--- config.mk ---
export PLATFORM = sky130hd
export DESIGN_NAME = cooperative_task_scheduler_unit
export DESIGN_NICKNAME = d
export VERILOG_FILES = /design/src/hw/rtl/cts_pkg.sv /design/src/hw/rtl/cts_ram.sv /design/src/hw/rtl/cooperative_task_scheduler_unit.sv
export SDC_FILE = /design/constraint.sdc
export NUM_CORES = 1
export LEC_CHECK = 0
export ABC_CLOCK_PERIOD_IN_PS = 4650
export BUFFER_PORTS_ARGS = -buffer_cell sky130_fd_sc_hd__buf_2
export CAP_MARGIN = 20
export CORE_MARGIN = 2
export CORE_UTILIZATION = 41
export CTS_BUF_LIST = sky130_fd_sc_hd__clkbuf_8
export DETAILED_ROUTE_END_ITERATION = 8
export HOLD_SLACK_MARGIN = 0.05
export PLACE_DENSITY = 0.67
export SYNTH_ARGS = -nofsm -noshare
export SYNTH_HDL_FRONTEND = slang
export SYNTH_HIERARCHICAL = 1
export SYNTH_SLANG_ARGS = --single-unit
export TNS_END_PERCENT = 50
--- constraint.sdc ---
create_clock -name clock -period 4.65 [get_ports clock]
set_input_delay 0.6975 -clock clock [delete_from_list [all_inputs] [get_ports clock]]
set_output_delay 0.6975 -clock clock [all_outputs]
set_load 0.05 [all_outputs]
--- src/hw/rtl/cts_pkg.sv ---
// Shared constants for the cooperative task scheduler.
package cts_pkg;
   localparam int NUM_TASKS_DEF  = 16;
   localparam int EVENT_BITS_DEF = 8;

   typedef logic [2:0] cmd_type;
   typedef logic [1:0] status_type;
   typedef logic [1:0] slot_type;

   localparam cmd_type CMD_CREATE = 3'd0;
   localparam cmd_type CMD_YIELD  = 3'd1;
   localparam cmd_type CMD_WAIT   = 3'd2;
   localparam cmd_type CMD_WAKEUP = 3'd3;
   localparam cmd_type CMD_DELETE = 3'd4;

   localparam status_type STATUS_DONE     = 2'd0;
   localparam status_type STATUS_IGNORED  = 2'd1;
   localparam status_type STATUS_NO_WAIT  = 2'd2;

   localparam slot_type SLOT_DEAD    = 2'd0;
   localparam slot_type SLOT_READY   = 2'd1;
   localparam slot_type SLOT_RUNNING = 2'd2;
   localparam slot_type SLOT_BLOCKED = 2'd3;
endpackage

--- src/hw/rtl/cts_ram.sv ---
// Generic single-write, single-read RAM with registered read data.
module cts_ram #(
   parameter int WIDTH = 8,
   parameter int DEPTH = 16
) (
   input  logic                     clock,
   input  logic                     wr_en,
   input  logic [$clog2(DEPTH)-1:0] wr_addr,
   input  logic [WIDTH-1:0]         wr_data,
   input  logic [$clog2(DEPTH)-1:0] rd_addr,
   output logic [WIDTH-1:0]         rd_data
);
   logic [WIDTH-1:0] mem_ff [DEPTH];
   logic [WIDTH-1:0] rd_data_ff;

   always_ff @(posedge clock) begin
      if (wr_en) begin
         mem_ff[wr_addr] <= wr_data;
      end
      rd_data_ff <= mem_ff[rd_addr];
   end

   assign rd_data = rd_data_ff;
endmodule

--- src/hw/rtl/cooperative_task_scheduler_unit.sv ---
// Top level of the cooperative task scheduler.
//
// Commands arrive as transfers on the req_ channel and each one produces
// exactly one result transfer on the rsp_ channel. The ready queue and the
// wait list live in two RAMs; slot states are held in flip-flops.
// A create or a rejected command goes from ST_IDLE straight to ST_DONE; a
// yield or a wait passes through ST_SCHED, and ST_SCHED_W if a task is ready.
// Wakeup and delete scan the wait list or the ready queue one entry at a time,
// reading in ST_SCAN_RD and comparing in ST_SCAN_CHK, and then shift the tail
// down one entry at a time through ST_SHIFT_RD and ST_SHIFT_WR; the single
// read port of each RAM sets this pace. One command is in work at a time.
// A finished result sits in an output register; the next command is taken
// while it waits, and a further result waits in the machine until
// rsp_tready takes the previous one.
// Reset empties the ready queue and the wait list, marks every slot dead
// and leaves no task running. No clearing pass is needed.
module cooperative_task_scheduler_unit #(
   parameter int NUM_TASKS  = cts_pkg::NUM_TASKS_DEF,
   parameter int EVENT_BITS = cts_pkg::EVENT_BITS_DEF
) (
   input  logic        clock,
   input  logic        reset,
   input  logic        req_tvalid,
   output logic        req_tready,
   input  logic [15:0] req_tdata,  // command[2:0], task_id[6:3], event_id[14:7], zero
   output logic        rsp_tvalid,
   input  logic        rsp_tready,
   output logic [7:0]  rsp_tdata   // running_task[3:0], running_valid, switched,
                                   // status[7:6]
);
   import cts_pkg::*;

   localparam int TW = $clog2(NUM_TASKS);
   localparam int CW = $clog2(NUM_TASKS + 1);
   localparam int WW = EVENT_BITS + TW;

   localparam logic [3:0] ST_IDLE     = 4'd0;
   localparam logic [3:0] ST_SCHED    = 4'd1;
   localparam logic [3:0] ST_SCHED_W  = 4'd2;
   localparam logic [3:0] ST_SCAN_RD  = 4'd3;
   localparam logic [3:0] ST_SCAN_CHK = 4'd4;
   localparam logic [3:0] ST_SHIFT_RD = 4'd5;
   localparam logic [3:0] ST_SHIFT_WR = 4'd6;
   localparam logic [3:0] ST_DEL_FIN  = 4'd7;
   localparam logic [3:0] ST_DONE     = 4'd8;

   logic [3:0]            state_ff, state_in;
   cmd_type               cmd_ff, cmd_in;
   logic [TW-1:0]         tid_ff, tid_in;
   logic [EVENT_BITS-1:0] ev_ff, ev_in;
   logic [TW-1:0]         old_slot_ff, old_slot_in;
   logic                  old_valid_ff, old_valid_in;
   status_type            status_ff, status_in;
   logic [TW-1:0]         head_ff, head_in;
   logic [CW-1:0]         rcount_ff, rcount_in;
   logic [CW-1:0]         wcount_ff, wcount_in;
   logic [TW-1:0]         cur_ff, cur_in;
   logic                  cur_valid_ff, cur_valid_in;
   logic [CW-1:0]         idx_ff, idx_in;
   logic                  sel_ready_ff, sel_ready_in;
   logic [TW-1:0]         hit_ff, hit_in;
   slot_type              slot_ff [NUM_TASKS];
   slot_type              slot_in [NUM_TASKS];
   logic                  rsp_valid_ff, rsp_valid_in;
   logic [7:0]            rsp_data_ff, rsp_data_in;

   logic                  r_we, w_we;
   logic [TW-1:0]         r_waddr, r_raddr, w_waddr, w_raddr;
   logic [TW-1:0]         r_wdata, r_rdata;
   logic [WW-1:0]         w_wdata, w_rdata;

   logic [31:0]           tid32, ev32, cur32;
   logic [TW-1:0]         req_slot;
   logic                  req_ok;
   logic [CW-1:0]         lcnt;
   logic [CW:0]           idx_next;
   logic                  match;

   function automatic logic [TW-1:0] fifo_pos(input logic [TW-1:0] head,
                                              input logic [CW-1:0] k);
      logic [CW:0] s;
      s = (CW+1)'(head) + (CW+1)'(k);
      if (s >= (CW+1)'(NUM_TASKS)) begin
         s = s - (CW+1)'(NUM_TASKS);
      end
      return s[TW-1:0];
   endfunction

   cts_ram #(.WIDTH(TW), .DEPTH(NUM_TASKS)) u_ready_ram (
      .clock   (clock),
      .wr_en   (r_we),
      .wr_addr (r_waddr),
      .wr_data (r_wdata),
      .rd_addr (r_raddr),
      .rd_data (r_rdata)
   );

   cts_ram #(.WIDTH(WW), .DEPTH(NUM_TASKS)) u_wait_ram (
      .clock   (clock),
      .wr_en   (w_we),
      .wr_addr (w_waddr),
      .wr_data (w_wdata),
      .rd_addr (w_raddr),
      .rd_data (w_rdata)
   );

   assign tid32      = {28'd0, req_tdata[6:3]};
   assign ev32       = {24'd0, req_tdata[14:7]};
   assign cur32      = 32'(cur_ff);
   assign req_slot   = tid32[TW-1:0];
   assign req_ok     = tid32 < 32'(NUM_TASKS);
   assign lcnt       = sel_ready_ff ? rcount_ff : wcount_ff;
   assign idx_next   = (CW+1)'(idx_ff) + (CW+1)'(1);
   assign req_tready = (state_ff == ST_IDLE);
   assign rsp_tvalid = rsp_valid_ff;
   assign rsp_tdata  = rsp_data_ff;

   always_comb begin
      state_in     = state_ff;
      cmd_in       = cmd_ff;
      tid_in       = tid_ff;
      ev_in        = ev_ff;
      old_slot_in  = old_slot_ff;
      old_valid_in = old_valid_ff;
      status_in    = status_ff;
      head_in      = head_ff;
      rcount_in    = rcount_ff;
      wcount_in    = wcount_ff;
      cur_in       = cur_ff;
      cur_valid_in = cur_valid_ff;
      idx_in       = idx_ff;
      sel_ready_in = sel_ready_ff;
      hit_in       = hit_ff;
      slot_in      = slot_ff;
      rsp_valid_in = rsp_valid_ff && !rsp_tready;
      rsp_data_in  = rsp_data_ff;
      r_we = 1'b0;  r_waddr = '0;  r_wdata = '0;  r_raddr = '0;
      w_we = 1'b0;  w_waddr = '0;  w_wdata = '0;  w_raddr = '0;
      if (sel_ready_ff) begin
         match = (r_rdata == tid_ff);
      end else if (cmd_ff == CMD_WAKEUP) begin
         match = (w_rdata[WW-1:TW] == ev_ff);
      end else begin
         match = (w_rdata[TW-1:0] == tid_ff);
      end

      unique case (state_ff)
         ST_IDLE: begin
            if (req_tvalid) begin
               cmd_in       = req_tdata[2:0];
               tid_in       = req_slot;
               ev_in        = ev32[EVENT_BITS-1:0];
               old_slot_in  = cur_ff;
               old_valid_in = cur_valid_ff;
               status_in    = STATUS_DONE;
               idx_in       = '0;
               state_in     = ST_DONE;
               unique case (req_tdata[2:0])
                  CMD_CREATE: begin
                     if (!req_ok || slot_ff[req_slot] != SLOT_DEAD) begin
                        status_in = STATUS_IGNORED;
                     end else begin
                        slot_in[req_slot] = SLOT_READY;
                        r_we      = 1'b1;
                        r_waddr   = fifo_pos(head_ff, rcount_ff);
                        r_wdata   = req_slot;
                        rcount_in = rcount_ff + CW'(1);
                     end
                  end
                  CMD_YIELD: begin
                     state_in = ST_SCHED;
                  end
                  CMD_WAIT: begin
                     if (!cur_valid_ff) begin
                        status_in = STATUS_IGNORED;
                     end else begin
                        slot_in[cur_ff] = SLOT_BLOCKED;
                        w_we         = 1'b1;
                        w_waddr      = wcount_ff[TW-1:0];
                        w_wdata      = {ev32[EVENT_BITS-1:0], cur_ff};
                        wcount_in    = wcount_ff + CW'(1);
                        cur_valid_in = 1'b0;
                        cur_in       = '0;
                        state_in     = ST_SCHED;
                     end
                  end
                  CMD_WAKEUP: begin
                     status_in    = STATUS_NO_WAIT;
                     sel_ready_in = 1'b0;
                     state_in     = ST_SCAN_RD;
                  end
                  CMD_DELETE: begin
                     if (!req_ok || slot_ff[req_slot] == SLOT_DEAD) begin
                        status_in = STATUS_IGNORED;
                     end else if (slot_ff[req_slot] == SLOT_READY) begin
                        sel_ready_in = 1'b1;
                        state_in     = ST_SCAN_RD;
                     end else if (slot_ff[req_slot] == SLOT_BLOCKED) begin
                        sel_ready_in = 1'b0;
                        state_in     = ST_SCAN_RD;
                     end else begin
                        state_in = ST_DEL_FIN;
                     end
                  end
                  default: begin
                     status_in = STATUS_IGNORED;
                  end
               endcase
            end
         end
         ST_SCAN_RD: begin
            if (idx_ff == lcnt) begin
               state_in = (cmd_ff == CMD_WAKEUP) ? ST_DONE : ST_DEL_FIN;
            end else begin
               r_raddr  = fifo_pos(head_ff, idx_ff);
               w_raddr  = idx_ff[TW-1:0];
               state_in = ST_SCAN_CHK;
            end
         end
         ST_SCAN_CHK: begin
            if (match) begin
               hit_in   = sel_ready_ff ? r_rdata : w_rdata[TW-1:0];
               state_in = ST_SHIFT_RD;
            end else begin
               idx_in   = idx_next[CW-1:0];
               state_in = ST_SCAN_RD;
            end
         end
         ST_SHIFT_RD: begin
            if (idx_next >= (CW+1)'(lcnt)) begin
               if (sel_ready_ff) begin
                  rcount_in = rcount_ff - CW'(1);
                  state_in  = ST_DEL_FIN;
               end else begin
                  wcount_in = wcount_ff - CW'(1);
                  if (cmd_ff == CMD_WAKEUP) begin
                     status_in       = STATUS_DONE;
                     slot_in[hit_ff] = SLOT_READY;
                     r_we            = 1'b1;
                     r_waddr         = fifo_pos(head_ff, rcount_ff);
                     r_wdata         = hit_ff;
                     rcount_in       = rcount_ff + CW'(1);
                     state_in        = ST_SCHED;
                  end else begin
                     state_in = ST_DEL_FIN;
                  end
               end
            end else begin
               r_raddr  = fifo_pos(head_ff, idx_next[CW-1:0]);
               w_raddr  = idx_next[TW-1:0];
               state_in = ST_SHIFT_WR;
            end
         end
         ST_SHIFT_WR: begin
            if (sel_ready_ff) begin
               r_we    = 1'b1;
               r_waddr = fifo_pos(head_ff, idx_ff);
               r_wdata = r_rdata;
            end else begin
               w_we    = 1'b1;
               w_waddr = idx_ff[TW-1:0];
               w_wdata = w_rdata;
            end
            idx_in   = idx_next[CW-1:0];
            state_in = ST_SHIFT_RD;
         end
         ST_DEL_FIN: begin
            slot_in[tid_ff] = SLOT_DEAD;
            if (cur_valid_ff && cur_ff == tid_ff) begin
               cur_valid_in = 1'b0;
               cur_in       = '0;
            end
            state_in = ST_SCHED;
         end
         ST_SCHED: begin
            if (rcount_ff == '0) begin
               state_in = ST_DONE;
            end else begin
               r_raddr  = head_ff;
               state_in = ST_SCHED_W;
            end
         end
         ST_SCHED_W: begin
            head_in = (32'(head_ff) == NUM_TASKS - 1) ? '0 : head_ff + TW'(1);
            if (cur_valid_ff) begin
               slot_in[cur_ff] = SLOT_READY;
               r_we    = 1'b1;
               r_waddr = fifo_pos(head_ff, rcount_ff);
               r_wdata = cur_ff;
            end else begin
               rcount_in = rcount_ff - CW'(1);
            end
            slot_in[r_rdata] = SLOT_RUNNING;
            cur_in       = r_rdata;
            cur_valid_in = 1'b1;
            state_in     = ST_DONE;
         end
         ST_DONE: begin
            if (!rsp_valid_ff || rsp_tready) begin
               rsp_valid_in = 1'b1;
               rsp_data_in  = {status_ff,
                               (cur_valid_ff != old_valid_ff) ||
                                  (cur_valid_ff && cur_ff != old_slot_ff),
                               cur_valid_ff,
                               cur_valid_ff ? cur32[3:0] : 4'd0};
               state_in     = ST_IDLE;
            end
         end
         default: begin
            state_in = ST_IDLE;
         end
      endcase
   end

   always_ff @(posedge clock) begin
      if (reset) begin
         state_ff     <= ST_IDLE;
         head_ff      <= '0;
         rcount_ff    <= '0;
         wcount_ff    <= '0;
         cur_ff       <= '0;
         cur_valid_ff <= 1'b0;
         rsp_valid_ff <= 1'b0;
         for (int i = 0; i < NUM_TASKS; i++) begin
            slot_ff[i] <= SLOT_DEAD;
         end
      end else begin
         state_ff     <= state_in;
         head_ff      <= head_in;
         rcount_ff    <= rcount_in;
         wcount_ff    <= wcount_in;
         cur_ff       <= cur_in;
         cur_valid_ff <= cur_valid_in;
         rsp_valid_ff <= rsp_valid_in;
         slot_ff      <= slot_in;
      end
      cmd_ff       <= cmd_in;
      tid_ff       <= tid_in;
      ev_ff        <= ev_in;
      old_slot_ff  <= old_slot_in;
      old_valid_ff <= old_valid_in;
      status_ff    <= status_in;
      idx_ff       <= idx_in;
      sel_ready_ff <= sel_ready_in;
      hit_ff       <= hit_in;
      rsp_data_ff  <= rsp_data_in;
   end

   // The ready queue and the wait list never hold more than NUM_TASKS entries each.
   assert property (@(posedge clock) disable iff (reset)
      (32'(rcount_ff) <= NUM_TASKS) && (32'(wcount_ff) <= NUM_TASKS))
      else $error("queue count overflow");

   // The current slot is always the one marked running.
   assert property (@(posedge clock) disable iff (reset)
      cur_valid_ff |-> (slot_ff[cur_ff] == SLOT_RUNNING))
      else $error("current slot is not running");

   // A result never carries an undefined status code.
   assert property (@(posedge clock) disable iff (reset)
      rsp_valid_ff |-> (rsp_data_ff[7:6] != 2'd3))
      else $error("bad status code");

   // A new command is taken only when no command is in work.
   assert property (@(posedge clock) disable iff (reset)
      (req_tvalid && req_tready) |=> (state_ff != ST_IDLE))
      else $error("command accepted but machine stayed idle");
endmodule
==> summary.log <==
qor: clock_tree.cts_buffer_depth 3
qor: pwr.power_switching 1660 uW
qor: hold_path.min-delay-start req_tdata[8]
qor: synth.synth_enable_flop_cells 296
qor: synth.share_of_cell_area_taken_by_muxes_after_synthesis 0.112
qor: cells_and_area.stdcell_count 1994
qor: clock_tree.cts.repair_timing.setup_buffer_count 0
qor: critical_path.critPathCaptureType flip-flop
qor: clock_tree.tritoncts.num_buffers 59
qor: placement.detailed_place.area 18500 sq um
qor: cells_and_area.post_route_cells_drive_above_1_share 0.169
qor: synth.yosysSeqAreaShare 0.589
qor: clock_tree.path_clk_slew 0.06 ns
qor: sta.setup_viol_count_final 0
qor: sta.slew-limit-headroom 0.245
qor: pwr.power.share.combinational 0.057
qor: sta.period_share 0.936
qor: sta.rsz0062_at_grt false
qor: placement.detailed_place_hpwl 30400 um
qor: clock_tree.cts-root-buf sky130_fd_sc_hd__clkbuf_8
qor: cells_and_area.num-fill-cells 3714
qor: detailed_routing.routed-via-count 12100
qor: synth.post_synth_inst_count 1340
qor: cells_and_area.multiInputGateArea 6740 sq um
qor: sta.fin_worst_hold_slack 0.199 ns
qor: cells_and_area.register_area 10300 sq um
qor: die.chipHeight 211 um
qor: synth.syn-cell-area 17500 sq um
qor: sta.post-route-min-period 4.35 ns
qor: grt.grt_max_degree 51
qor: grt.grt_pass1_vias 12000
qor: flow_run.drv_cap 0
qor: synth.post_synth_xor_area_fraction 0.0235
qor: die.floorplan_core_area 42000 sq um
qor: sta.total_negative_slack 0 ns
qor: clock_tree.cts_tree built
qor: critical_path.sequence_of_cells_on_the_critical_path ha_1 -> xor2_1 -> ha_1 -> a21o_1 -> a31oi_1 -> a21o_1 -> a21oi_1 -> and3_1 -> a211oi_1 -> o21ai_0 -> or3b_2 -> nor3_1 -> buf_4
qor: grt.grtUsageTotal 0.207
qor: detailed_routing.post_detailed_route_count_of_antenna_violating_nets 0
qor: detailed_routing.drc 0
qor: grt.grt_antenna_before_repair 0
qor: critical_path.worst-path-max-fanout 6
qor: sta.final_hold_violation_count 0
qor: critical_path.arrival 4.72 ns
qor: clock_tree.cts.repair.resized 0
qor: grt.grt_pass1_wl 70100 um
qor: synth.synth_warnings 6
qor: detailed_routing.wire_length_reported_by_the_detailed_router 45800 um
qor: clock_tree.cts.sinks 368
qor: synth.synth_fa_ha_area_frac 0.0188
qor: clock_tree.cts.htree.levels 2
qor: detailed_routing.drc_marker_count_from_the_first_detailed_route_iteration 1472
qor: critical_path.cpMaxStageDelayCell sky130_fd_sc_hd__or3b_2
qor: critical_path.critical_path_class flip-flop to flip-flop
qor: placement.place.port_buffers 28
qor: pwr.pwr_density_cell 346 nW/um^2
qor: die.die_x 211 um
qor: synth.distinct_cells_synth 76
qor: pwr.seqPwrFrac 0.532
qor: pwr.power.ir.vdd_worst 0.000313 V
qor: critical_path.worstSetupStartpoint idx_ff[1]
qor: pwr.p_sw_frac 0.244
qor: critical_path.critical_path_required 5.02 ns
qor: run_status.status finished clean
qor: pwr.leakagePower 0.00672 uW
qor: clock_tree.cts.hold.buffers_added 0
qor: pwr.clockPowerShare 0.411
qor: pwr.p_int 5150 uW
qor: hold_path.worstHoldPathType primary input to flip-flop
qor: placement.routabilityCongestion 0.990
qor: die.initial_utilization 0.417
qor: sta.fin_worst_skew 0.0628 ns
qor: detailed_routing.drt-wirelength-per-cell 23.0 um
qor: die.rows 75
qor: critical_path.worst_setup_path_start_kind flip-flop
qor: sta.timing.fmax 230 MHz
qor: cells_and_area.num-nets-final 1449
qor: clock_tree.clock_latency 0.71 ns
qor: sta.worstMarginPinSlew 1.12 ns
qor: synth.post_synthesis_compound_gate_area_fraction 0.122
qor: cells_and_area.antenna_cells_inserted 0
qor: synth.postSynth.asyncResetShare 0
qor: synth.syn_nets 1384
qor: die.floorplan.io_pins 30
qor: die.fp.dieArea 44400 sq um
qor: critical_path.worst_r2r_startpoint idx_ff[1]
qor: synth.synth_top_family_by_area compound AO/OA/AOI/OAI gates
qor: synth.syn_avg_cell_area 13.1 sq um
qor: critical_path.slowest_stage_delay_cp 0.61 ns
qor: placement.dp.cells 1883
qor: synth.ys.flop_type sky130_fd_sc_hd__edfxtp_1
qor: sta.timing_max_transition_violations_final 0
qor: synth.synth-seq-cells 368
qor: detailed_routing.drt-pass1-iter-count 8
qor: grt.grt-ovfl-total 0
qor: detailed_routing.vias_per_cell 6.09
qor: cells_and_area.area_added_between_synthesis_and_finish 12.1%
qor: cells_and_area.final_area 19700 sq um
qor: synth.synthSimpleGateAreaFrac 0.105
==> critical path: cells and delay by family, from the launching register on <==
family | cells | cell delay, ns
buf+inv | 1 | 0.19
flops | 1 | 0.47
fa+ha+maj | 2 | 0.57
compound gates | 6 | 1.48
simple gates | 3 | 1.08
xor+xnor | 1 | 0.27
==> per-stage QoR <==
step	power (uW)	utilization	setup slack, ns
6_report	6810	0.468	0.298
5_1_grt	7050	0.468	0.0202
4_1_cts	6860	0.468	0.346
3_5_place_dp	4070	0.439	0.284
3_3_place_gp	4060	0.439	0.373
2_1_floorplan	3940	-	0.629
==> placed cells by master (no fill, tap or decap), drive strengths merged, types with 11 or more instances in the layout <==
cell,synthesis,layout
xor2,24,24
nor2b,21,21
and2,13,13
nand2,103,103
edfxtp,296,296
clkinv,1,22
a21oi,98,98
a31oi,11,11
o21ai,42,42
buf,23,89
clkbuf,62,67
nand3b,11,11
a211oi,16,16
nand3,35,35
a22o,17,17
xnor2,23,23
nor2,98,98
mux2i,11,11
inv,26,47
ha,20,20
nor4,12,12
nand2b,20,20
a22oi,37,37
mux2,11,11
dfxtp,72,72
mux4,72,72
nor3,29,29
==> cells in the mapped netlist (10+ instances only) <==
cell type	count	area [sq um]
sky130_fd_sc_hd__edfxtp_1	296	8890
sky130_fd_sc_hd__a211oi_1	15	113
sky130_fd_sc_hd__mux2i_1	11	110
sky130_fd_sc_hd__xnor2_1	23	201
sky130_fd_sc_hd__nand3b_1	11	82.6
sky130_fd_sc_hd__a22oi_1	37	278
sky130_fd_sc_hd__a21oi_1	97	485
sky130_fd_sc_hd__ha_1	20	250
sky130_fd_sc_hd__o21ai_0	41	205
sky130_fd_sc_hd__nor4_1	12	75.1
sky130_fd_sc_hd__nor2_1	98	368
sky130_fd_sc_hd__buf_2	14	70.1
sky130_fd_sc_hd__a22o_1	17	149
sky130_fd_sc_hd__xor2_1	24	210
sky130_fd_sc_hd__inv_1	25	93.8
sky130_fd_sc_hd__o22ai_1	10	62.6
sky130_fd_sc_hd__nor3_1	29	145
sky130_fd_sc_hd__clkbuf_1	62	233
sky130_fd_sc_hd__mux4_2	42	946
sky130_fd_sc_hd__a21o_1	10	75.1
sky130_fd_sc_hd__and2_1	11	68.8
sky130_fd_sc_hd__nand2_1	103	387
sky130_fd_sc_hd__mux4_1	30	788
sky130_fd_sc_hd__nor2b_1	21	131
sky130_fd_sc_hd__dfxtp_1	72	1440
sky130_fd_sc_hd__nand3_1	35	175
sky130_fd_sc_hd__nand2b_1	20	125
sky130_fd_sc_hd__a31oi_1	11	68.8
==> power by group through the flow <==
stage               Clock, uW  Combinational, uW  Sequential [uW]
finish                   2800                389             3620
global route             3000                421             3620
CTS                      2860                382             3620
detailed placement          0                381             3690
global placement            0                377             3690
floorplan                   0                266             3680
==> cell families (layout without fill, tap and decap cells) <==
kind of cell / count (synthesis) / count (layout)
AOI/OAI and AO/OA: 314 / 314
buffers and inverters: 112 / 227
and+or+nand+nor: 381 / 381
xor gates and xnor gates: 47 / 47
muxes: 94 / 94
DFF: 368 / 368
adders and majority gates: 24 / 24
==> sequential cells by signal (all words and copies together) (netlist names), 2 cells and up <==
name / cells
cmd_ff: 3
cur_ff: 4
ev_ff: 8
head_ff: 4
hit_ff: 4
idx_ff: 5
old_slot_ff: 4
rcount_ff: 5
rsp_tdata: 8
slot_ff: 32
state_ff: 4
status_ff: 2
tid_ff: 4
u_ready_ram/mem_ff: 64
u_ready_ram/rd_data: 4
u_wait_ram/mem_ff: 192
u_wait_ram/rd_data: 12
wcount_ff: 5
==> layout make-up <==
type	count	area share
Sequential cell	368	0.525
Multi-Input combinational cell	860	0.343
Clock buffer	67	0.0469
Tap cell	539	0.0343
Timing Repair Buffer	89	0.0317
Clock inverter	44	0.0139
Inverter	27	0.00515
==> layer usage <==
metal,up-vias,wire length (um),GRT usage
li1,5376,-,-
met1,5956,19000,0.283
met2,658,20500,0.320
met3,155,4350,0.0401
met4,0,1940,0.0966
met5,-,0,0
==> final timing paths <==
check | endpoint | slack [ns] | cells past startpoint
setup / recovery | u_ready_ram/mem_ff[0][3] | 0.30 | 13
setup reg to reg | u_ready_ram/mem_ff[0][3] | 0.30 | 13
hold reg to reg | rsp_tdata[6] | 0.41 | 0
hold / removal | ev_ff[1] | 0.20 | 1
No activity file was read; power rests on OpenSTA's default activity.
